**src/hdl/utrb_pkg.sv**
```systemverilog
// Shared types and constants for the UART transmit ring and receive line buffer.
package utrb_pkg;

    localparam logic [7:0] CHAR_CR = 8'd13;

    typedef enum logic [1:0] {
        CMD_PUSH    = 2'd0,
        CMD_TX_RDY  = 2'd1,
        CMD_RX_BYTE = 2'd2,
        CMD_CONSUME = 2'd3
    } t_cmd;

    typedef enum logic [3:0] {
        KIND_PUSHED      = 4'd0,
        KIND_PUSH_FULL   = 4'd1,
        KIND_TX_BYTE     = 4'd2,
        KIND_TX_EMPTY    = 4'd3,
        KIND_RX_STORED   = 4'd4,
        KIND_RX_DROPPED  = 4'd5,
        KIND_LINE_MARKED = 4'd6,
        KIND_LINE_BYTE   = 4'd7,
        KIND_EMPTY_LINE  = 4'd8,
        KIND_NO_LINE     = 4'd9
    } t_kind;

    typedef enum logic [1:0] {
        S_IDLE,
        S_EXEC,
        S_LINE
    } t_state;

    typedef struct packed {
        logic load_in;
        logic exec;
        logic line_step;
    } t_ctrl_cmd;

    typedef struct packed {
        logic out_free;
        logic consume_line;
        logic line_end;
    } t_ctrl_stat;

endpackage

```
**src/hdl/utrb_ctrl.sv**
```systemverilog
// Sequencer that accepts items and steps the datapath through single results and line dumps.
module utrb_ctrl (
    input  logic                  i_clk,
    input  logic                  i_rst_n,
    input  logic                  i_in_valid,
    output logic                  o_in_stall,
    input  utrb_pkg::t_ctrl_stat  i_stat,
    output utrb_pkg::t_ctrl_cmd   o_cmd
);
    import utrb_pkg::*;

    t_state r_state;
    t_state n_state;

    always_ff @(posedge i_clk) begin
        if (!i_rst_n) begin
            r_state <= S_IDLE;
        end else begin
            r_state <= n_state;
        end
    end

    always_comb begin
        n_state    = r_state;
        o_cmd      = '0;
        o_in_stall = 1'b1;
        unique case (r_state)
            S_IDLE: begin
                o_in_stall = 1'b0;
                if (i_in_valid) begin
                    o_cmd.load_in = 1'b1;
                    n_state       = S_EXEC;
                end
            end
            S_EXEC: begin
                if (i_stat.out_free) begin
                    if (i_stat.consume_line) begin
                        o_cmd.line_step = 1'b1;
                        n_state = i_stat.line_end ? S_IDLE : S_LINE;
                    end else begin
                        o_cmd.exec = 1'b1;
                        n_state    = S_IDLE;
                    end
                end
            end
            S_LINE: begin
                if (i_stat.out_free) begin
                    o_cmd.line_step = 1'b1;
                    if (i_stat.line_end) begin
                        n_state = S_IDLE;
                    end
                end
            end
            default: begin
                n_state = S_IDLE;
            end
        endcase
    end

endmodule

```
**src/hdl/utrb_dp.sv**
```systemverilog
// Datapath with the transmit ring, the line store, their counters and the result register.
module utrb_dp #(
    parameter int TX_DEPTH = 64,
    parameter int RX_DEPTH = 32
) (
    input  logic                  i_clk,
    input  logic                  i_rst_n,
    input  logic [1:0]            i_cmd,
    input  logic [7:0]            i_byte_in,
    input  utrb_pkg::t_ctrl_cmd   i_ctl,
    output utrb_pkg::t_ctrl_stat  o_stat,
    output logic                  o_out_valid,
    input  logic                  i_out_stall,
    output logic [3:0]            o_kind,
    output logic [7:0]            o_byte_out,
    output logic [5:0]            o_line_length,
    output logic [6:0]            o_tx_free_slots,
    output logic                  o_last
);
    import utrb_pkg::*;

    localparam int TW = $clog2(TX_DEPTH);
    localparam int FW = $clog2(TX_DEPTH + 1);
    localparam int RW = $clog2(RX_DEPTH);
    localparam int CW = $clog2(RX_DEPTH + 1);

    logic [7:0]    tx_ring [TX_DEPTH];
    logic [7:0]    rx_line [RX_DEPTH];

    t_cmd          r_cmd;
    logic [7:0]    r_din;
    logic [TW-1:0] r_tx_wr, n_tx_wr;
    logic [TW-1:0] r_tx_rd, n_tx_rd;
    logic [FW-1:0] r_free, n_free;
    logic [CW-1:0] r_count, n_count;
    logic          r_ready, n_ready;
    logic [RW-1:0] r_idx, n_idx;
    logic [7:0]    r_tx_q, r_rx_q;

    logic          r_out_valid, n_out_valid;
    t_kind         r_kind, n_kind;
    logic [7:0]    r_byte, n_byte;
    logic [5:0]    r_len, n_len;
    logic [6:0]    r_free_out, n_free_out;
    logic          r_last, n_last;

    logic          tx_we, rx_we;
    logic          tx_full, tx_empty, rx_full, out_free, line_end;
    logic [FW+6:0] free_ext;
    logic [CW+5:0] len_ext;

    assign tx_full  = (r_free == '0);
    assign tx_empty = (r_free == FW'(TX_DEPTH));
    assign rx_full  = (r_count == CW'(RX_DEPTH));
    assign out_free = !r_out_valid || !i_out_stall;
    assign line_end = ((CW'(r_idx) + CW'(1)) == r_count);

    assign o_stat.out_free     = out_free;
    assign o_stat.consume_line = (r_cmd == CMD_CONSUME) && r_ready && (r_count != '0);
    assign o_stat.line_end     = line_end;

    always_comb begin
        n_tx_wr     = r_tx_wr;
        n_tx_rd     = r_tx_rd;
        n_free      = r_free;
        n_count     = r_count;
        n_ready     = r_ready;
        n_idx       = r_idx;
        n_kind      = r_kind;
        n_byte      = r_byte;
        n_last      = r_last;
        tx_we       = 1'b0;
        rx_we       = 1'b0;
        n_out_valid = r_out_valid && i_out_stall;

        if (i_ctl.exec) begin
            n_out_valid = 1'b1;
            n_byte      = 8'd0;
            n_last      = 1'b1;
            unique case (r_cmd)
                CMD_PUSH: begin
                    if (tx_full) begin
                        n_kind = KIND_PUSH_FULL;
                    end else begin
                        tx_we   = 1'b1;
                        n_tx_wr = (r_tx_wr == TW'(TX_DEPTH - 1)) ? '0 : r_tx_wr + TW'(1);
                        n_free  = r_free - FW'(1);
                        n_kind  = KIND_PUSHED;
                    end
                end
                CMD_TX_RDY: begin
                    if (tx_empty) begin
                        n_kind = KIND_TX_EMPTY;
                    end else begin
                        n_tx_rd = (r_tx_rd == TW'(TX_DEPTH - 1)) ? '0 : r_tx_rd + TW'(1);
                        n_free  = r_free + FW'(1);
                        n_kind  = KIND_TX_BYTE;
                        n_byte  = r_tx_q;
                    end
                end
                CMD_RX_BYTE: begin
                    if (r_din == CHAR_CR) begin
                        n_ready = 1'b1;
                        n_kind  = KIND_LINE_MARKED;
                    end else if (!rx_full) begin
                        rx_we   = 1'b1;
                        n_count = r_count + CW'(1);
                        n_kind  = KIND_RX_STORED;
                    end else begin
                        n_kind = KIND_RX_DROPPED;
                    end
                end
                CMD_CONSUME: begin
                    if (!r_ready) begin
                        n_kind = KIND_NO_LINE;
                    end else begin
                        n_ready = 1'b0;
                        n_count = '0;
                        n_kind  = KIND_EMPTY_LINE;
                    end
                end
                default: begin
                    n_kind = KIND_NO_LINE;
                end
            endcase
        end else if (i_ctl.line_step) begin
            n_out_valid = 1'b1;
            n_kind      = KIND_LINE_BYTE;
            n_byte      = r_rx_q;
            n_last      = line_end;
            if (line_end) begin
                n_idx   = '0;
                n_count = '0;
                n_ready = 1'b0;
            end else begin
                n_idx = r_idx + RW'(1);
            end
        end

        free_ext = {7'd0, n_free};
        len_ext  = {6'd0, n_count};
        if (i_ctl.exec) begin
            n_free_out = free_ext[6:0];
            n_len      = len_ext[5:0];
        end else if (i_ctl.line_step) begin
            n_free_out = free_ext[6:0];
            n_len      = 6'd0;
        end else begin
            n_free_out = r_free_out;
            n_len      = r_len;
        end
    end

    always_ff @(posedge i_clk) begin
        if (tx_we) begin
            tx_ring[r_tx_wr] <= r_din;
        end
        r_tx_q <= tx_ring[n_tx_rd];
    end

    always_ff @(posedge i_clk) begin
        if (rx_we) begin
            rx_line[r_count[RW-1:0]] <= r_din;
        end
        r_rx_q <= rx_line[n_idx];
    end

    always_ff @(posedge i_clk) begin
        if (!i_rst_n) begin
            r_tx_wr     <= '0;
            r_tx_rd     <= '0;
            r_free      <= FW'(TX_DEPTH);
            r_count     <= '0;
            r_ready     <= 1'b0;
            r_idx       <= '0;
            r_out_valid <= 1'b0;
        end else begin
            r_tx_wr     <= n_tx_wr;
            r_tx_rd     <= n_tx_rd;
            r_free      <= n_free;
            r_count     <= n_count;
            r_ready     <= n_ready;
            r_idx       <= n_idx;
            r_out_valid <= n_out_valid;
        end
    end

    always_ff @(posedge i_clk) begin
        if (i_ctl.load_in) begin
            r_cmd <= t_cmd'(i_cmd);
            r_din <= i_byte_in;
        end
        r_kind     <= n_kind;
        r_byte     <= n_byte;
        r_len      <= n_len;
        r_free_out <= n_free_out;
        r_last     <= n_last;
    end

    assign o_out_valid     = r_out_valid;
    assign o_kind          = r_kind;
    assign o_byte_out      = r_byte;
    assign o_line_length   = r_len;
    assign o_tx_free_slots = r_free_out;
    assign o_last          = r_last;

endmodule

```
**src/hdl/uart_tx_ring_and_rx_line_buffer_unit.sv**
```systemverilog
// Top level of the UART transmit ring and receive line buffer engine.
// An item is taken while the sequencer is idle and executed once the output register is free;
// its result is then registered there. A consume of a ready empty line gives one result,
// and of a ready line of n bytes gives n results on consecutive free output cycles.
// Reset is synchronous and active low; it clears pointers, counts and the line-ready flag,
// and the storage arrays themselves are not cleared.
module uart_tx_ring_and_rx_line_buffer_unit #(
    parameter int TX_DEPTH = 64,
    parameter int RX_DEPTH = 32
) (
    input  logic       i_clk,
    input  logic       i_rst_n,
    input  logic       i_in_valid,
    output logic       o_in_stall,
    input  logic [1:0] i_cmd,
    input  logic [7:0] i_byte_in,
    output logic       o_out_valid,
    input  logic       i_out_stall,
    output logic [3:0] o_kind,
    output logic [7:0] o_byte_out,
    output logic [5:0] o_line_length,
    output logic [6:0] o_tx_free_slots,
    output logic       o_last
);
    import utrb_pkg::*;

    t_ctrl_cmd  ctl;
    t_ctrl_stat stat;

    utrb_ctrl u_ctrl (
        .i_clk      (i_clk),
        .i_rst_n    (i_rst_n),
        .i_in_valid (i_in_valid),
        .o_in_stall (o_in_stall),
        .i_stat     (stat),
        .o_cmd      (ctl)
    );

    utrb_dp #(
        .TX_DEPTH (TX_DEPTH),
        .RX_DEPTH (RX_DEPTH)
    ) u_dp (
        .i_clk           (i_clk),
        .i_rst_n         (i_rst_n),
        .i_cmd           (i_cmd),
        .i_byte_in       (i_byte_in),
        .i_ctl           (ctl),
        .o_stat          (stat),
        .o_out_valid     (o_out_valid),
        .i_out_stall     (i_out_stall),
        .o_kind          (o_kind),
        .o_byte_out      (o_byte_out),
        .o_line_length   (o_line_length),
        .o_tx_free_slots (o_tx_free_slots),
        .o_last          (o_last)
    );

endmodule

```
**config.mk**
```make
export PLATFORM = sky130hd
export DESIGN_NAME = uart_tx_ring_and_rx_line_buffer_unit
export DESIGN_NICKNAME = d
export VERILOG_FILES = /design/src/hdl/utrb_pkg.sv /design/src/hdl/utrb_ctrl.sv /design/src/hdl/utrb_dp.sv /design/src/hdl/uart_tx_ring_and_rx_line_buffer_unit.sv
export SDC_FILE = /design/constraint.sdc
export NUM_CORES = 1
export LEC_CHECK = 0
export BUFFER_PORTS_ARGS = -buffer_cell sky130_fd_sc_hd__buf_2
export CAP_MARGIN = 30
export CELL_PAD_IN_SITES_DETAIL_PLACEMENT = 1
export CELL_PAD_IN_SITES_GLOBAL_PLACEMENT = 2
export CORE_MARGIN = 2
export CORE_UTILIZATION = 30
export CTS_BUF_LIST = sky130_fd_sc_hd__clkbuf_8
export CTS_CLUSTER_DIAMETER = 30
export DETAILED_ROUTE_END_ITERATION = 12
export PLACE_DENSITY = 0.58
export SLEW_MARGIN = 25
export SYNTH_ARGS = -nofsm -noshare
export SYNTH_HDL_FRONTEND = slang
export SYNTH_SLANG_ARGS = --single-unit
```
**constraint.sdc**
```tcl
create_clock -name i_clk -period 8 [get_ports i_clk]
set_input_delay 0.4 -clock i_clk [delete_from_list [all_inputs] [get_ports i_clk]]
set_output_delay 0.4 -clock i_clk [all_outputs]
set_load 0.1 [all_outputs]
```
Word-level counts from Yosys, hierarchy flattened
Memory sizes are Yosys's and may differ from the RTL's. A register that Yosys moved wholly into a read port is not among the register bits.
Cells that the tools add are included.
{"block": "op_classes", "n_eq_ne": 17, "reduce_logical": 15, "n_mux": 69, "n_addsub": 7, "n_bitwise": 1}
{"operator": "$mux 6", "count": 13}
{"operator": "$mux 7", "count": 5}
{"operator": "$mux 8", "count": 4}
{"operator": "$mux 1", "count": 28}
{"operator": "$add 6x1->6 const B", "count": 3}
{"operator": "$eq 6x6->1 const B", "count": 3}
{"operator": "$pmux 4 s4", "count": 1}
{"operator": "$mux 5", "count": 3}
{"operator": "$mux 2", "count": 7}
{"operator": "$pmux 7 s2", "count": 1}
{"operator": "$mux 4", "count": 3}
{"operator": "$pmux 6 s2", "count": 1}
{"operator": "$eq 8x4->1 const B", "count": 1}
{"operator": "$reduce_and 4->1", "count": 2}
{"operator": "$add 7x1->7 const B", "count": 1}
{"operator": "$eq 7x7->1 const B", "count": 1}
{"operator": "$logic_not 7->1", "count": 1}
{"operator": "$sub 7x1->7 const B", "count": 1}
{"operator": "$add 5x1->6 const B", "count": 1}
{"operator": "$eq 2x2->1 const B", "count": 3}
{"operator": "$eq 6x6->1", "count": 1}
{"operator": "$ne 2x1->1 const B", "count": 3}
{"operator": "$pmux 2 s3", "count": 1}
{"operator": "$reduce_bool 6->1", "count": 1}
{"operator": "other kinds (13)", "count": 20}
{"block": "totals", "ff_bits": 70, "ramBits": 768, "n_memories": 2, "elab_cells": 126}
{"memory": "u_dp.tx_ring", "words": 64, "word_bits": 8, "rd": 1, "rd_ports_with_merged_regs": 1, "wr": 1, "line": "utrb_dp.sv:27", "rtl": "logic [7:0] tx_ring [TX_DEPTH];"}
{"memory": "u_dp.rx_line", "words": 32, "word_bits": 8, "rd": 1, "rd_ports_with_merged_regs": 1, "wr": 1, "line": "utrb_dp.sv:28", "rtl": "logic [7:0] rx_line [RX_DEPTH];"}

Depth between registers and ports, before layout
{"block": "depth", "depth_word": 9, "depth_mapped": 15, "ltp_nobuf": 11}

By module
Synthesis repeated with hierarchy kept, for this count alone.
{"block": "hier_totals", "cells_unflattened": 1993, "area_unflattened_um2": 34076.4}
{"module": "utrb_dp", "area_each_um2": 33868.7, "cells_each": 1967, "n_inst": 1}
{"module": "utrb_ctrl", "area_each_um2": 207.7, "cells_each": 26, "n_inst": 1}

Worst setup path before layout
OpenSTA, ideal clock, no wires.
{"block": "synth_timing", "kind": "register -> register", "start": "register u_dp.r_din[5]", "end": "memory u_dp.rx_line[10][0] (enable)", "slack_ns": 4.667, "path_stages_with_launch": 7, "t_required_ns": 7.630, "n_path_buf": 0, "setup_time_ns": 0.370, "t_arrival_ns": 2.963, "path_cell_list": "edfxtp_1 nor4_1 nand4_1 and3_1 nor2b_1 nand2_1 nor2_1"}
{"block": "synth_via", "elab_chain_len": 6}
{"item": "from (decl)", "line": "utrb_dp.sv:31", "rtl": "logic [7:0] r_din;"}
{"item": "from (signal assigned)", "line": "utrb_dp.sv:191", "rtl": "r_din <= i_byte_in;"}
{"item": "$eq 8x4->1", "line": "utrb_dp.sv:102", "rtl": "if (r_din == CHAR_CR) begin"}
{"item": "$mux 1", "line": "utrb_dp.sv:102"}
{"item": "$mux 1", "line": "utrb_dp.sv:80", "rtl": "unique case (r_cmd)"}
{"item": "$mux 1", "line": "utrb_dp.sv:76", "rtl": "if (i_ctl.exec) begin"}
{"item": "$mux 1", "line": "utrb_dp.sv:162", "rtl": "if (rx_we) begin"}
{"item": "$mux 1 (not written as such)", "line": "utrb_dp.sv:163", "rtl": "rx_line[r_count[RW-1:0]] <= r_din;"}
{"item": "to (decl)", "line": "utrb_dp.sv:28"}
Every way passes these cells.

Worst setup path in the final report
{"block": "layout_timing", "start": "register u_dp.r_count[2]", "end": "register u_dp.r_rx_q[0], read port of u_dp.rx_line"}
{"block": "layout_via", "elab_chain_len": 7}
{"item": "from (decl)", "line": "utrb_dp.sv:35", "rtl": "logic [CW-1:0] r_count, n_count;"}
{"item": "from (signal assigned)", "line": "utrb_dp.sv:181", "rtl": "r_count <= n_count;"}
{"item": "$reduce_bool 6->1", "line": "utrb_dp.sv:59", "rtl": "assign o_stat.consume_line = (r_cmd == CMD_CONSUME) && r_ready && (r_count != '0);"}
{"item": "$logic_and 1x1->1", "line": "utrb_dp.sv:59"}
{"item": "$mux 1", "line": "utrb_ctrl.sv:37", "rtl": "if (i_stat.consume_line) begin"}
{"item": "$mux 2", "line": "utrb_ctrl.sv:36", "rtl": "if (i_stat.out_free) begin"}
{"item": "$pmux 1 s2", "line": "utrb_ctrl.sv:27", "rtl": "unique case (r_state)"}
{"item": "$mux 5", "line": "utrb_dp.sv:126", "rtl": "end else if (i_ctl.line_step) begin"}
{"item": "$mux 5 (*)", "line": "utrb_dp.sv:76"}
{"item": "to (decl)", "line": "utrb_dp.sv:38", "rtl": "logic [7:0] r_tx_q, r_rx_q;"}
Mark *: on every way between the ends. The rest lies on a longest branch, timed or not.
A chain may end at the register's enable or synchronous reset.

==> results.py <==
metrics = {
    "yosys": {
        "synth_most_common_cell": "edfxtp_1",
        "synth-xor-area-share": 0.00406,
        "yosys-top-cells-count": "edfxtp_1 (803), nand2_1 (754), nand3_1 (247), nor2_1 (145), a31oi_1 (82)",
        "synth-seq-area-share": 0.728,
        "ys_warn_count": 0,
        "synthTopCellsByArea": "edfxtp_1 (70%), nand2_1 (8.2%), nand3_1 (3.6%)",
        "synth_top_flop_cell": "edfxtp_1",
        "synth-compound-area-share": 0.0565,
        "synthAdderAreaFrac": 0.00435,
        "synth_top_family_by_area": "simple AND/OR/NAND/NOR gates",
        "yosys.area_share.simple": 0.169,
        "muxShareOfSynthArea": 0.0137,
        "synth_top_cell_by_area": "edfxtp_1",
        "synth_edf_count": 803,
        "syn_nets": 2737,
        "ys_seq_elements": 854,
        "ys_types": 71,
        "synthCells": 2711,
        "avgSynthCellArea_sq_um": 12.7,
        "async_flop_share": 0,
        "netlist_area_sq_um": 34500,
        "synth_top_area_share": 0.699,
    },
    "critical_path": {
        "cp_slowest_cell": "dfxtp_1",
        "cp.arrival_ns": 5.33,
        "r2r_cells": 11,
        "timing.rr.start": "u_dp.r_count[2]",
        "cp_num_buf_inv": 2,
        "cp.required_ns": 8.79,
        "critPathCaptureType": "register",
        "worstPathMaxFanout": 69,
        "crit_chain": "nor3_1 -> a311oi_1 -> o21ai_0 -> buf_4 -> nand2_1 -> o21a_4 -> buf_4 -> nand2_1 -> a31oi_1 -> nand4_1 -> nand4_1",
        "crit_family": "compound AO/OA/AOI/OAI gates",
        "reg2reg_slack_ns": 3.45,
        "reg2reg_to": "u_dp.r_rx_q[0]",
        "critPathKind": "reg2reg",
        "slowest_delay_ns": 0.93,
        "start_kind": "register",
    },
    "placed_design": {
        "preCtsSetupSlack_ns": 3.18,
        "io_buffers": 41,
        "dpl.hpwl_um": 65100,
        "gp_congestion": 0.814,
        "place_area_sq_um": 36300,
    },
    "global_routing": {
        "grt_overflow": 0,
        "grt_pass1_wl_um": 162000,
        "grt_pass1_vias": 23900,
        "antenna_found_initial": 3,
        "grt_max_degree": 141,
        "grt_use_total": 0.186,
    },
    "timing": {
        "fin_crit_sh": 0.568,
        "max_freq_mhz": 220,
        "rsz0062_at_grt": "false",
        "setup_violations": 0,
        "tightest_slew_ns": 1.00,
        "fin_ws_ns": 3.45,
        "fin_crit_ns": 4.55,
        "holdWs_ns": 0.272,
        "relSlewSlack": 0.329,
        "slew_violations": 0,
        "skew_ns": 0.0314,
        "fin_setup_tns_ns": 0,
        "hold_viol_final": 0,
    },
    "clock_network": {
        "clk_pin_slew_ns": 0.06,
        "root_buffer": "clkbuf_8",
        "clk_latency_ns": 0.86,
        "cts_tree": "built",
        "cts_resized": 0,
        "cts_buffers": 196,
        "htreeDepth": 4,
        "clock_path_buffers": 3,
        "cts.sinks": 854,
        "postCtsSetupRepairBufs": 0,
    },
    "drt": {
        "routedWlPerCell_um": 24.0,
        "wl_um": 109000,
        "drc": 0,
        "first_iter_violations": 1447,
        "ant_nets": 0,
        "vias": 22700,
        "first_pass_iters": 5,
        "viasPerCell": 5.00,
    },
    "floorplanning": {
        "dieArea_sq_um": 118000,
        "initial_core_util": 0.302,
        "core_area_sq_um": 114000,
        "rows": 124,
        "num_io_pins": 42,
        "die_height_um": 343,
        "die_x_um": 343,
    },
    "hold_path": {
        "whs_path_depth": 2,
        "hp-class": "in2reg",
        "hold_start": "i_cmd[1]",
        "min_to": "u_dp.r_cmd[1]",
    },
    "cells_and_area": {
        "num-fill-cells": 12200,
        "areaGrowthSynthToFinish_pct": 19.3,
        "nNetsFinal": 2884,
        "drive_gt1_frac": 0.146,
        "design_area_sq_um": 41200,
    },
    "power": {
        "vdd_ir_drop_max_mv": 0.167,
        "p_per_area_nw_per_um2": 269,
        "leakage_nw": 14.0,
        "power_mw": 11.1,
    },
    "run": {
        "drv_cap": 0,
    },
    "run_status": {
        "outcome": "finished clean",
    },
}
[layer usage]
metal  up-vias  GRT usage  routed length (um)
met1     11700      0.245               48600
met5         -          0                   0
li1      10400          -                   -
met4         0     0.0537                1910
met3       141     0.0324                4540
met2       491      0.316               54100
[worst reg2reg max path: stages, from the launching register on]
cell and delay (ns):
dfxtp_1 0.93, nor3_1 0.18, a311oi_1 0.63, o21ai_0 0.15, buf_4 0.21, nand2_1 0.16, o21a_4 0.75, buf_4 0.72
nand2_1 0.13, a31oi_1 0.22, nand4_1 0.25, nand4_1 0.16
[layout by cell type, fill, tap and decap left out, types with 7 or more instances in the layout]
cell	synthesis	routed
buf_4	14	45
a32oi_1	33	33
nand3b_1	8	8
clkinv_1	0	37
clkinv_2	0	33
dfxtp_1	51	51
nor3_1	15	15
inv_1	16	41
xor2_1	8	8
nand3_1	247	247
nor2_1	145	140
o22ai_1	14	13
bufinv_16	0	38
clkinvlp_4	0	17
dlygate4sd3_1	0	13
o21ai_0	30	28
a21o_1	7	7
clkbuf_8	0	204
edfxtp_1	803	803
a22oi_1	10	10
ha_1	12	12
nor2b_1	12	12
and2_1	11	11
a21oi_1	45	45
and3_1	42	42
nand2_1	754	754
nand4_1	76	76
mux2i_1	34	34
buf_2	66	41
a31oi_1	82	81
a2111oi_2	7	7
[final cells by class]
class                      count  area (sq um)  share of cell area
antenna                        1          2.50           0.0000608
clock buffer                 204          2810              0.0682
clock inverter               166          1830              0.0443
inverter                      16          60.1             0.00146
multi-input combinational   1684          8650               0.210
sequential                   854         25100               0.610
tap                         1512          1890              0.0459
timing repair buffer         106           818              0.0199
[worst max-delay path by stage]
| stage | start | end | slack (ns) | cells past startpoint |
|---|---|---|---|---|
| after floorplan | u_dp.r_din[5] | u_dp.rx_line[10][0] | 4.67 | 6 |
| after global placement | u_ctrl.r_state[1] | u_dp.r_tx_q[0] | 2.95 | 13 |
| after detailed placement | u_ctrl.r_state[1] | u_dp.r_tx_q[0] | 3.18 | 13 |
| after CTS | u_ctrl.r_state[1] | u_dp.r_tx_q[0] | 3.12 | 13 |
| after global routing | u_dp.r_count[2] | u_dp.r_rx_q[4] | 3.03 | 11 |
| final | u_dp.r_count[2] | u_dp.r_rx_q[0] | 3.45 | 11 |
[registers in the layout (all words and copies together), names as in the netlist, 7 cells and up]
name,cells
u_dp.o_byte_out,8
u_dp.r_free,7
u_dp.r_rx_q,8
u_dp.rx_line,256
u_dp.r_tx_q,8
u_dp.o_tx_free_slots,7
u_dp.r_din,8
u_dp.tx_ring,512
[logic make-up (layout without fill, tap and decap cells)]
kind of cell,Yosys count,after routing
DFF,854,854
AOI/OAI and AO/OA,277,277
other,0,1
and+or+nand+nor,1339,1339
buffers and inverters,173,492
xor gates and xnor gates,16,16
adders and majority gates,12,12
muxes,40,40
[stage by stage]
step / util / std cells
3_5_place_dp: 0.318 / 4154
6_report: 0.361 / 4543
4_1_cts: 0.360 / 4537
2_1_floorplan: - / 2711
5_1_grt: 0.361 / 4543
3_3_place_gp: 0.318 / 4149
[what timing repair did]
action | CTS | global route
endpoints found under the hold margin | 23 | 0
hold buffers | 13 | 0
setup endpoints to repair | 0 | 0
[where the power goes]
group	internal, mW	leakage (nW)	total, mW	switching (mW)
combinational	0.0600	3.97	0.324	0.264
clock	3.63	2.41	5.81	2.18
sequential	4.92	7.65	4.94	0.0144
total	8.62	14.0	11.1	2.46
Note: power is estimated with default switching activity, not from simulation.
